<file path="src/sv/tsm_pkg.sv">
// Package for the two-way sorted merge: default sizes shared by the
// interfaces and the top level. No dependencies.
package tsm_pkg;

  localparam int unsigned ListDepthDef = 16;
  localparam int unsigned ValueBitsDef = 31;

endpackage : tsm_pkg

</file>
<file path="src/sv/tsm_if.sv">
// Valid/ready channels of the two-way sorted merge: input element channel
// and merged result channel. Depends on tsm_pkg.
interface tsm_in_if
  import tsm_pkg::*;
#(
  parameter int unsigned VALUE_BITS = ValueBitsDef
);
  logic                  valid;
  logic                  ready;
  logic                  kind;
  logic [VALUE_BITS-1:0] value;
  logic                  end_of_list;

  modport source (output valid, kind, value, end_of_list, input ready);
  modport sink   (input valid, kind, value, end_of_list, output ready);
endinterface : tsm_in_if

interface tsm_out_if
  import tsm_pkg::*;
#(
  parameter int unsigned VALUE_BITS = ValueBitsDef
);
  logic                  valid;
  logic                  ready;
  logic [VALUE_BITS-1:0] merged_value;
  logic                  merge_done;
  logic                  overflow;

  modport source (output valid, merged_value, merge_done, overflow, input ready);
  modport sink   (input valid, merged_value, merge_done, overflow, output ready);
endinterface : tsm_out_if

</file>
<file path="src/sv/two_way_sorted_merge.sv">
// Two-way sorted merge: top level. Uses tsm_pkg and tsm_in_if/tsm_out_if.
// An accepted element is written, then the heads are read and compared, and each
// merged item it releases takes another head read and compare/emit; a full-queue
// drop emits an overflow item. One item in flight: no new element is taken until
// the FSM is back in idle, and output stalls hold it. Reset (async, active low) clears counts,
// pointers, end flags and the FSM; queue memories are not cleared.
module two_way_sorted_merge
  import tsm_pkg::*;
#(
  parameter int unsigned LIST_DEPTH = ListDepthDef,
  parameter int unsigned VALUE_BITS = ValueBitsDef
) (
  input  logic      clk_i,
  input  logic      rst_ni,
  tsm_in_if.sink    in_i,
  tsm_out_if.source out_o
);

  localparam int unsigned AW = (LIST_DEPTH > 1) ? $clog2(LIST_DEPTH) : 1;
  localparam int unsigned CW = $clog2(LIST_DEPTH + 1);
  localparam logic [CW-1:0] CntFull = CW'(LIST_DEPTH);
  localparam logic [CW-1:0] CntOne  = CW'(1);
  localparam logic [AW-1:0] PtrLast = AW'(LIST_DEPTH - 1);

  typedef enum logic [1:0] {
    S_IDLE, // waiting for an element
    S_OVF,  // overflow item waits for the output register
    S_READ, // heads being read from both queues
    S_EVAL  // heads valid: compare and emit at most one item
  } state_e;

  // Queue storage, one memory per list, circular buffers
  logic [VALUE_BITS-1:0] mem_first [LIST_DEPTH];
  logic [VALUE_BITS-1:0] mem_second[LIST_DEPTH];
  logic [VALUE_BITS-1:0] head_first_q, head_second_q;

  state_e          state_q, state_d;
  logic [CW-1:0]   cnt_first_q, cnt_first_d, cnt_second_q, cnt_second_d;
  logic [AW-1:0]   wp_first_q, wp_first_d, wp_second_q, wp_second_d;
  logic [AW-1:0]   rp_first_q, rp_first_d, rp_second_q, rp_second_d;
  logic            end_first_q, end_first_d, end_second_q, end_second_d;

  logic                  out_valid_q, out_valid_d;
  logic [VALUE_BITS-1:0] out_value_q, out_value_d;
  logic                  out_done_q, out_done_d;
  logic                  out_ovf_q, out_ovf_d;

  logic in_acc, out_free;
  logic wr_first, wr_second;
  logic first_lt, pop_first, pop_second, last_pop;

  function automatic logic [AW-1:0] ptr_inc(input logic [AW-1:0] p);
    ptr_inc = (p == PtrLast) ? '0 : p + AW'(1);
  endfunction

  assign in_i.ready = (state_q == S_IDLE);
  assign in_acc     = in_i.valid && in_i.ready;
  // Output register is free when empty or being drained this cycle
  assign out_free   = !out_valid_q || out_o.ready;

  assign out_o.valid        = out_valid_q;
  assign out_o.merged_value = out_value_q;
  assign out_o.merge_done   = out_done_q;
  assign out_o.overflow     = out_ovf_q;

  // Pushes only happen for a list still open and not full
  assign wr_first  = in_acc && !in_i.kind && !end_first_q && (cnt_first_q != CntFull);
  assign wr_second = in_acc && in_i.kind && !end_second_q && (cnt_second_q != CntFull);

  // Merge rule on the registered heads; tie goes to the second list
  assign first_lt   = head_first_q < head_second_q;
  assign pop_first  = (cnt_first_q != '0) &&
                      (((cnt_second_q != '0) && first_lt) ||
                       ((cnt_second_q == '0) && end_second_q));
  assign pop_second = (cnt_second_q != '0) &&
                      (((cnt_first_q != '0) && !first_lt) ||
                       ((cnt_first_q == '0) && end_first_q));
  // Final element: both lists ended and exactly one entry left overall
  assign last_pop   = end_first_q && end_second_q &&
                      ((cnt_first_q + cnt_second_q) == CntOne);

  // Memories: write on push, read heads every cycle into registers
  always_ff @(posedge clk_i) begin
    if (wr_first) begin
      mem_first[wp_first_q] <= in_i.value;
    end
    if (wr_second) begin
      mem_second[wp_second_q] <= in_i.value;
    end
    head_first_q  <= mem_first[rp_first_q];
    head_second_q <= mem_second[rp_second_q];
  end

  always_comb begin
    state_d      = state_q;
    cnt_first_d  = cnt_first_q;
    cnt_second_d = cnt_second_q;
    wp_first_d   = wp_first_q;
    wp_second_d  = wp_second_q;
    rp_first_d   = rp_first_q;
    rp_second_d  = rp_second_q;
    end_first_d  = end_first_q;
    end_second_d = end_second_q;
    out_valid_d  = out_valid_q && !out_o.ready;
    out_value_d  = out_value_q;
    out_done_d   = out_done_q;
    out_ovf_d    = out_ovf_q;

    unique case (state_q)
      S_IDLE: begin
        if (in_acc) begin
          if (wr_first) begin
            wp_first_d  = ptr_inc(wp_first_q);
            cnt_first_d = cnt_first_q + CntOne;
            end_first_d = in_i.end_of_list;
            state_d     = S_READ;
          end else if (wr_second) begin
            wp_second_d  = ptr_inc(wp_second_q);
            cnt_second_d = cnt_second_q + CntOne;
            end_second_d = in_i.end_of_list;
            state_d      = S_READ;
          end else if (in_i.kind ? !end_second_q : !end_first_q) begin
            // open list but full queue: element dropped, flag item
            state_d = S_OVF;
          end
        end
      end
      S_OVF: begin
        if (out_free) begin
          out_valid_d = 1'b1;
          out_value_d = '0;
          out_done_d  = 1'b0;
          out_ovf_d   = 1'b1;
          state_d     = S_IDLE;
        end
      end
      S_READ: begin
        state_d = S_EVAL;
      end
      S_EVAL: begin
        if (!pop_first && !pop_second) begin
          state_d = S_IDLE;
        end else if (out_free) begin
          out_valid_d = 1'b1;
          out_value_d = pop_first ? head_first_q : head_second_q;
          out_done_d  = last_pop;
          out_ovf_d   = 1'b0;
          state_d     = S_READ;
          if (pop_first) begin
            rp_first_d  = ptr_inc(rp_first_q);
            cnt_first_d = cnt_first_q - CntOne;
          end else begin
            rp_second_d  = ptr_inc(rp_second_q);
            cnt_second_d = cnt_second_q - CntOne;
          end
          if (last_pop) begin
            // merge complete: clear for the next pair of lists
            cnt_first_d  = '0;
            cnt_second_d = '0;
            wp_first_d   = '0;
            wp_second_d  = '0;
            rp_first_d   = '0;
            rp_second_d  = '0;
            end_first_d  = 1'b0;
            end_second_d = 1'b0;
            state_d      = S_IDLE;
          end
        end
      end
      default: state_d = S_IDLE;
    endcase
  end

  always_ff @(posedge clk_i or negedge rst_ni) begin
    if (!rst_ni) begin
      state_q      <= S_IDLE;
      cnt_first_q  <= '0;
      cnt_second_q <= '0;
      wp_first_q   <= '0;
      wp_second_q  <= '0;
      rp_first_q   <= '0;
      rp_second_q  <= '0;
      end_first_q  <= 1'b0;
      end_second_q <= 1'b0;
      out_valid_q  <= 1'b0;
    end else begin
      state_q      <= state_d;
      cnt_first_q  <= cnt_first_d;
      cnt_second_q <= cnt_second_d;
      wp_first_q   <= wp_first_d;
      wp_second_q  <= wp_second_d;
      rp_first_q   <= rp_first_d;
      rp_second_q  <= rp_second_d;
      end_first_q  <= end_first_d;
      end_second_q <= end_second_d;
      out_valid_q  <= out_valid_d;
    end
  end

  // Output payload, no reset needed
  always_ff @(posedge clk_i) begin
    out_value_q <= out_value_d;
    out_done_q  <= out_done_d;
    out_ovf_q   <= out_ovf_d;
  end

endmodule : two_way_sorted_merge
</file>
<file path="src/flat_wrapper.sv">
// flat-port wrapper written by rule: the top's interface ports become plain ports
module two_way_sorted_merge_flat import tsm_pkg::*;
#(
  parameter int unsigned LIST_DEPTH = ListDepthDef,
  parameter int unsigned VALUE_BITS = ValueBitsDef
)
  (clk_i, rst_ni, in_i_valid, in_i_kind, in_i_value, in_i_end_of_list, in_i_ready, out_o_valid, out_o_merged_value, out_o_merge_done, out_o_overflow, out_o_ready);
  tsm_in_if #(.VALUE_BITS(VALUE_BITS)) in_i_i ();
  tsm_out_if #(.VALUE_BITS(VALUE_BITS)) out_o_i ();
  input  logic clk_i;
  input  logic rst_ni;
  input wire logic [$bits(in_i_i.valid)-1:0] in_i_valid;
  input wire logic [$bits(in_i_i.kind)-1:0] in_i_kind;
  input wire logic [$bits(in_i_i.value)-1:0] in_i_value;
  input wire logic [$bits(in_i_i.end_of_list)-1:0] in_i_end_of_list;
  output wire logic [$bits(in_i_i.ready)-1:0] in_i_ready;
  output wire logic [$bits(out_o_i.valid)-1:0] out_o_valid;
  output wire logic [$bits(out_o_i.merged_value)-1:0] out_o_merged_value;
  output wire logic [$bits(out_o_i.merge_done)-1:0] out_o_merge_done;
  output wire logic [$bits(out_o_i.overflow)-1:0] out_o_overflow;
  input wire logic [$bits(out_o_i.ready)-1:0] out_o_ready;
  assign in_i_i.valid = in_i_valid;
  assign in_i_i.kind = in_i_kind;
  assign in_i_i.value = in_i_value;
  assign in_i_i.end_of_list = in_i_end_of_list;
  assign in_i_ready = in_i_i.ready;
  assign out_o_valid = out_o_i.valid;
  assign out_o_merged_value = out_o_i.merged_value;
  assign out_o_merge_done = out_o_i.merge_done;
  assign out_o_overflow = out_o_i.overflow;
  assign out_o_i.ready = out_o_ready;
  two_way_sorted_merge #(.LIST_DEPTH(LIST_DEPTH), .VALUE_BITS(VALUE_BITS)) u_core (.clk_i(clk_i), .rst_ni(rst_ni), .in_i(in_i_i), .out_o(out_o_i));
endmodule
</file>
<file path="config.mk">
export PLATFORM = sky130hd
export DESIGN_NAME = two_way_sorted_merge_flat
export DESIGN_NICKNAME = d
export VERILOG_FILES = /design/src/sv/tsm_pkg.sv /design/src/sv/tsm_if.sv /design/src/sv/two_way_sorted_merge.sv /design/src/flat_wrapper.sv
export SDC_FILE = /design/constraint.sdc
export NUM_CORES = 1
export LEC_CHECK = 0
export BUFFER_PORTS_ARGS = -buffer_cell sky130_fd_sc_hd__buf_2
export CORE_ASPECT_RATIO = 2
export CORE_MARGIN = 3
export CORE_UTILIZATION = 44
export CTS_CLUSTER_SIZE = 30
export DETAILED_ROUTE_END_ITERATION = 8
export SLEW_MARGIN = 25
export SYNTH_ARGS = -nofsm -noshare
export SYNTH_HDL_FRONTEND = slang
export SYNTH_SLANG_ARGS = --single-unit
</file>
<file path="constraint.sdc">
create_clock -name clk_i -period 4.6 [get_ports clk_i]
set_input_delay 0.92 -clock clk_i [delete_from_list [all_inputs] [get_ports clk_i]]
set_output_delay 0.92 -clock clk_i [all_outputs]
set_load 0.005 [all_outputs]
</file>
Yosys cells after proc, flatten, opt, wreduce, memory -nomap -nowiden

Memories as Yosys holds them, arrays and structs flattened. A register that Yosys moved wholly into a read port is not among the register bits.
Cells that the tools add are included.

Register bits after elaboration: 64
Bits in writable memories: 992
Bits of input ports: 37
Output and inout bits: 35
Logic and storage cells: 165
Memories: 2

Memories:

| name              | depth | bits a word | rd ports | clocked after Yosys merged registers in | wr ports | line                       | source |
|---|---|---|---|---|---|---|---|
| u_core.mem_first  | 16    | 31          | 1        | 1                                       | 1        | two_way_sorted_merge.sv:33 | `logic [VALUE_BITS-1:0] mem_first [LIST_DEPTH];` |
| u_core.mem_second | 16    | 31          | 1        | 1                                       | 1        | two_way_sorted_merge.sv:34 | `logic [VALUE_BITS-1:0] mem_second[LIST_DEPTH];` |

$add $sub $neg: 9
Order comparisons: 1
Equality and inequality tests: 23
Multiplexer cells: 72
Bitwise operators: 1
Reduce and logical (&&, ||, !) cells: 44

Operator list:

| operator                                                            | number |
|---|---|
| 31-bit two-way mux                                                  | 4 |
| 5-bit two-way mux                                                   | 13 |
| 4-bit two-way mux                                                   | 16 |
| 31-bit one-hot mux with 2 select lines                              | 1 |
| 31-bit < comparator                                                 | 1 |
| 1-bit two-way mux                                                   | 20 |
| 5-bit one-hot mux with 2 select lines                               | 2 |
| 1-bit logical AND                                                   | 17 |
| 4-bit by 1-bit adder with 4-bit output (second input constant)      | 4 |
| 4-bit equality test (second input constant)                         | 4 |
| 2-bit two-way mux                                                   | 8 |
| 4-bit one-hot mux with 2 select lines                               | 2 |
| 4-bit AND reduction                                                 | 4 |
| 7-bit AND reduction                                                 | 2 |
| 2-bit != test (second input constant)                               | 6 |
| 6-bit AND reduction                                                 | 2 |
| 5-bit by 1-bit adder with 5-bit output (second input constant)      | 2 |
| 5-bit zero test                                                     | 2 |
| 5-bit != test (second input constant)                               | 2 |
| 1-bit one-hot mux with 2 select lines                               | 5 |
| 5-bit nonzero test                                                  | 2 |
| 5-bit by 1-bit subtractor with 5-bit output (second input constant) | 2 |
| 1-bit zero test                                                     | 8 |
| 2-bit one-hot mux with 4 select lines                               | 1 |
| other kinds (12)                                                    | 20 |

Depth between registers and ports, before layout

Depth after elaboration: 9
Mapped depth: 11
Depth with buffers taken out: 10

Worst setup path before layout

Ideal clock, no wire load.

Path kind: input port to flip-flop
Start: input port in_i_valid
End: memory u_core.mem_first[0][0] in the netlist's numbering (enable)
Setup time: 458 ps
Data arrival time: 4168 ps
Data required time: 4142 ps
Path slack: -26 ps
Stages: 5
Path buffers: 1
Path through: nand2_1 a2111oi_0 clkbuf_1 nand2_1 nor3_1

Word-level cells in the longest chain between the ends: 6

Ends and longest elaborated chain:

| element                                 | line                       | source |
|---|---|---|
| start, declared                         | flat_wrapper.sv:12         | `input wire logic [$bits(in_i_i.valid)-1:0] in_i_valid;` |
| 1-bit logical AND                       | two_way_sorted_merge.sv:57 | `assign in_acc = in_i.valid && in_i.ready;` |
| 1-bit logical AND (3 in series)         | two_way_sorted_merge.sv:67 | `assign wr_first = in_acc && !in_i.kind && !end_first_q && (cnt_first_q != CntFull);` |
| 1-bit two-way mux                       | two_way_sorted_merge.sv:84 | `if (wr_first) begin` |
| 1-bit two-way mux (not written as such) | two_way_sorted_merge.sv:85 | `mem_first[wp_first_q] <= in_i.value;` |
| end, declared                           | two_way_sorted_merge.sv:33 |  |

Every way passes these cells.

Final worst setup path

Start: register u_core.head_second_q[8] (read register of u_core.mem_second)
End: register u_core.out_value_q[21] (netlist: u_core.out_o.merged_value[21]) (data pin)

Word-level cells in the longest chain between the ends: 8

Ends and longest elaborated chain:

| element                                | line                        | source |
|---|---|---|
| start, declared                        | two_way_sorted_merge.sv:35  | `logic [VALUE_BITS-1:0] head_first_q, head_second_q;` |
| 31-bit < comparator                    | two_way_sorted_merge.sv:71  | `assign first_lt = head_first_q < head_second_q;` |
| 1-bit logical AND                      | two_way_sorted_merge.sv:73  | `(((cnt_second_q != '0) && first_lt) \|\|` |
| 1-bit logical OR                       | two_way_sorted_merge.sv:73  |  |
| 1-bit logical AND                      | two_way_sorted_merge.sv:72  | `assign pop_first = (cnt_first_q != '0) &&` |
| 31-bit two-way mux                     | two_way_sorted_merge.sv:145 | `out_value_d = pop_first ? head_first_q : head_second_q;` |
| 31-bit two-way mux                     | two_way_sorted_merge.sv:143 | `end else if (out_free) begin` |
| 31-bit two-way mux                     | two_way_sorted_merge.sv:141 | `if (!pop_first && !pop_second) begin` |
| 31-bit one-hot mux with 2 select lines | two_way_sorted_merge.sv:109 | `unique case (state_q)` |
| end signal, assigned                   | two_way_sorted_merge.sv:202 | `out_value_q <= out_value_d;` |
| end, declared                          | two_way_sorted_merge.sv:44  | `logic [VALUE_BITS-1:0] out_value_q, out_value_d;` |

Every way passes these cells. The select of a mux whose other input is x is not followed.
A chain may end at the register's enable or synchronous reset.

==> flow_summary.json <==
{
  "post-route-drc-count": 0,
  "drive_gt1_share_pct": 24.5,
  "reg2regPathDepth": 11,
  "ant_nets": 0,
  "clock-root-buffer": "clkbuf_16",
  "cts.sinks": 1118,
  "maxCapViolations": 0,
  "cts_tree": "done",
  "core-area_mm2": 0.0975,
  "clkTransAtPathRegs_ns": 0.07,
  "clock_skew_ns": 0.0368,
  "maxSlewViolCount": 0,
  "yosysTopAreaCellShare_pct": 71.0,
  "synth.distinct_cells": 66,
  "outcome": "completed",
  "synth_top_area_cell": "edfxtp_1",
  "startpoint": "u_core.head_second_q[8]$_DFF_P_",
  "num_vias": 21600,
  "start_util_pct": 44.4,
  "dpl_cell_area_mm2": 0.0460,
  "viasPerCell": 5.82,
  "hold_violations": 0,
  "grt_pass1_wl_um": 160000,
  "grt_pass1_vias": 22800,
  "p_per_area_mw_per_mm2": 580,
  "io_pins": 72,
  "gp_congestion": 0.829,
  "whs_ns": 0.335,
  "grt_setup_unrepaired": "no",
  "finish.instance_area_mm2": 0.0491,
  "finalSetupTns_ns": 0,
  "track_usage_pct": 21.6,
  "syn_avg_cell_area_um2": 19.8,
  "reg2reg_from": "u_core.head_second_q[8]$_DFF_P_",
  "ys_async_sr_fraction_pct": 2.77,
  "overflow": 0,
  "seq_area_frac_synth_pct": 75.7,
  "wirelength_um": 110000,
  "die_x_um": 228,
  "synthCells": 2189,
  "synth_ff_type": "edfxtp_1",
  "utilization_pct": 50.4,
  "cp-start-kind": "flop",
  "finalCritPeriodShare_pct": 84.8,
  "synth_edf_count": 1025,
  "drt_iter0_drc": 2032,
  "synthTopCellsByArea": "edfxtp_1 71%, mux4_2 11%, mux2i_1 3.1%",
  "io_buffers": 71,
  "arrival_ns": 4.29,
  "synthToLayoutAreaGrowth_pct": 13.4,
  "min_path_type": "input pin to asynchronous set/reset pin",
  "grt_max_degree": 52,
  "worst_slew_pin_slew_ns": 1.03,
  "slew_headroom_pct": 31.0,
  "finalSetupViolations": 0,
  "postCtsHoldBufs": 0,
  "min_period_ns": 3.90,
  "wl_per_cell_um": 29.6,
  "clock_latency_ns": 0.69,
  "cts_setup_buffers": 0,
  "antenna_found_initial": 3,
  "dieArea_mm2": 0.103,
  "htree_levels": 3,
  "layout.nets": 2409,
  "path_class": "flop to flop",
  "crit_path_max_fanout": 28,
  "yosys_warnings": 0,
  "cts_buffer_depth": 3,
  "ir_drop_mv": 0.328,
  "dr.pass1.iters": 5,
  "num_rows": 162,
  "hpwl_um": 69200,
  "synth.net_count": 2275,
  "netlist_area_mm2": 0.0433,
  "cp.required_ns": 4.99,
  "leakagePower_nw": 16.1,
  "numCtsBuffers": 93,
  "synth_seq_cells": 1118,
  "ctsResizeCount": 0,
  "max_freq_mhz": 256,
  "die_y_um": 450,
  "end_kind": "flop",
  "fillers": 7815
}
logic make-up after synthesis:
logic type | count (synthesis) | synth area share [%]
adder cells (fa/ha/maj) | 49 | 1.43
flip-flops | 1118 | 75.7
XOR/XNOR | 5 | 0.101
AO/OA/AOI/OAI | 247 | 3.83
buffers and inverters | 155 | 1.41
AND/OR/NAND/NOR | 239 | 2.52
multiplexers | 376 | 15.0
worst max-delay path: stages (launching register included):
cell      delay, ns
dfxtp_1        0.34
inv_1          0.05
ha_1           0.30
a211oi_1       0.22
o21ai_1        0.11
a311oi_1       0.75
o21ai_0        0.51
a311oi_4       0.55
nand2_4        0.07
buf_4          0.31
mux2i_1        0.27
nor2_1         0.07
power breakdown:
part	leakage, nW	switching [mW]	internal (mW)	total, mW
registers	10.1	0.994	11.8	12.8
clock network	1.53	3.64	4.55	8.19
logic	4.49	4.10	3.40	7.50
sequential cells by signal (all words and copies together) (netlist names), 2 cells and up:
name and cells:
u_core.mem_first 496, u_core.mem_second 496, u_core.head_first_q 31, u_core.head_second_q 31, u_core.out_o.merged_value 31, u_core.cnt_first_q 5, u_core.cnt_second_q 5, u_core.rp_first_q 4
u_core.rp_second_q 4, u_core.wp_first_q 4, u_core.wp_second_q 4, u_core.state_q 2
placed cells by master (no fill, tap or decap), types with 18 or more instances in the layout:
cell       instances
a21oi_1           54
a221oi_1          31
a22oi_1           32
buf_12            23
buf_2             71
buf_4             52
clkbuf_1          20
clkbuf_16         95
clkinv_2          18
dfrtp_1           24
dfxtp_1           62
edfxtp_1        1025
ha_1              48
inv_1             47
mux2_2            24
mux2i_1          135
mux4_2           217
nand2_1          101
nand3_1           18
nor2_1            47
o21ai_0           73
per-layer routing:
metal	GRT usage, %	wire [µm]	up-vias	part of all wire [%]
li1	-	-	9158	-
met1	25.4	40300	11600	37
met2	39.7	60500	643	55
met3	3.03	4900	187	4.5
met4	8.47	4420	2	4.0
met5	0	13	-	0.012
area by class of cell:
type / count / area [µm²] / area share, %
antenna: 1 / 2.50 / 0.00509
clock buffer: 122 / 2550 / 5.19
clock inverter: 53 / 582 / 1.18
inverter: 48 / 180 / 0.367
multi-input combinational: 916 / 10100 / 20.7
sequential: 1118 / 32800 / 66.8
tap: 1312 / 1640 / 3.34
timing repair buffer: 146 / 1210 / 2.46
Yosys cell counts (6+ instances only):
cell	count
buf_2	15
buf_1	24
clkbuf_1	66
a221oi_1	32
a22oi_1	32
nor3_1	11
edfxtp_1	1025
nand2_1	101
dfrtp_1	31
o21ai_0	73
mux2i_1	135
nor2b_1	6
a21oi_1	54
ha_1	48
dfxtp_1	62
mux2_2	24
mux4_2	217
inv_1	48
nand3_1	18
nor2_1	64
and2_1	11
final timing paths:
kind / slack (ns) / endpoint
min reg2reg: 0.55 / u_core.state_q[1]$_DFFE_PN0P_
min in group clk_i: 0.51 / u_core.end_first_q$_DFFE_PN0P_
max: 0.70 / u_core.out_o.merged_value[21]$_SDFFCE_PN0P_
min: 0.33 / u_core.out_o.valid$_DFF_PN0_
max reg2reg: 0.70 / u_core.out_o.merged_value[21]$_SDFFCE_PN0P_
max in group asynchronous: 3.63 / u_core.rp_first_q[0]$_DFFE_PN0P_
stage by stage:
stage | setup slack [ns] | power [mW] | cells
global route | 0.645 | 29.7 | 3716
global placement | 0.656 | 20.5 | 3540
CTS | 0.574 | 28.8 | 3715
floorplan | 0.228 | 17.7 | 2189
finish | 0.701 | 28.5 | 3716
detailed placement | 0.588 | 20.6 | 3540
(Power assumes the default switching activity.)
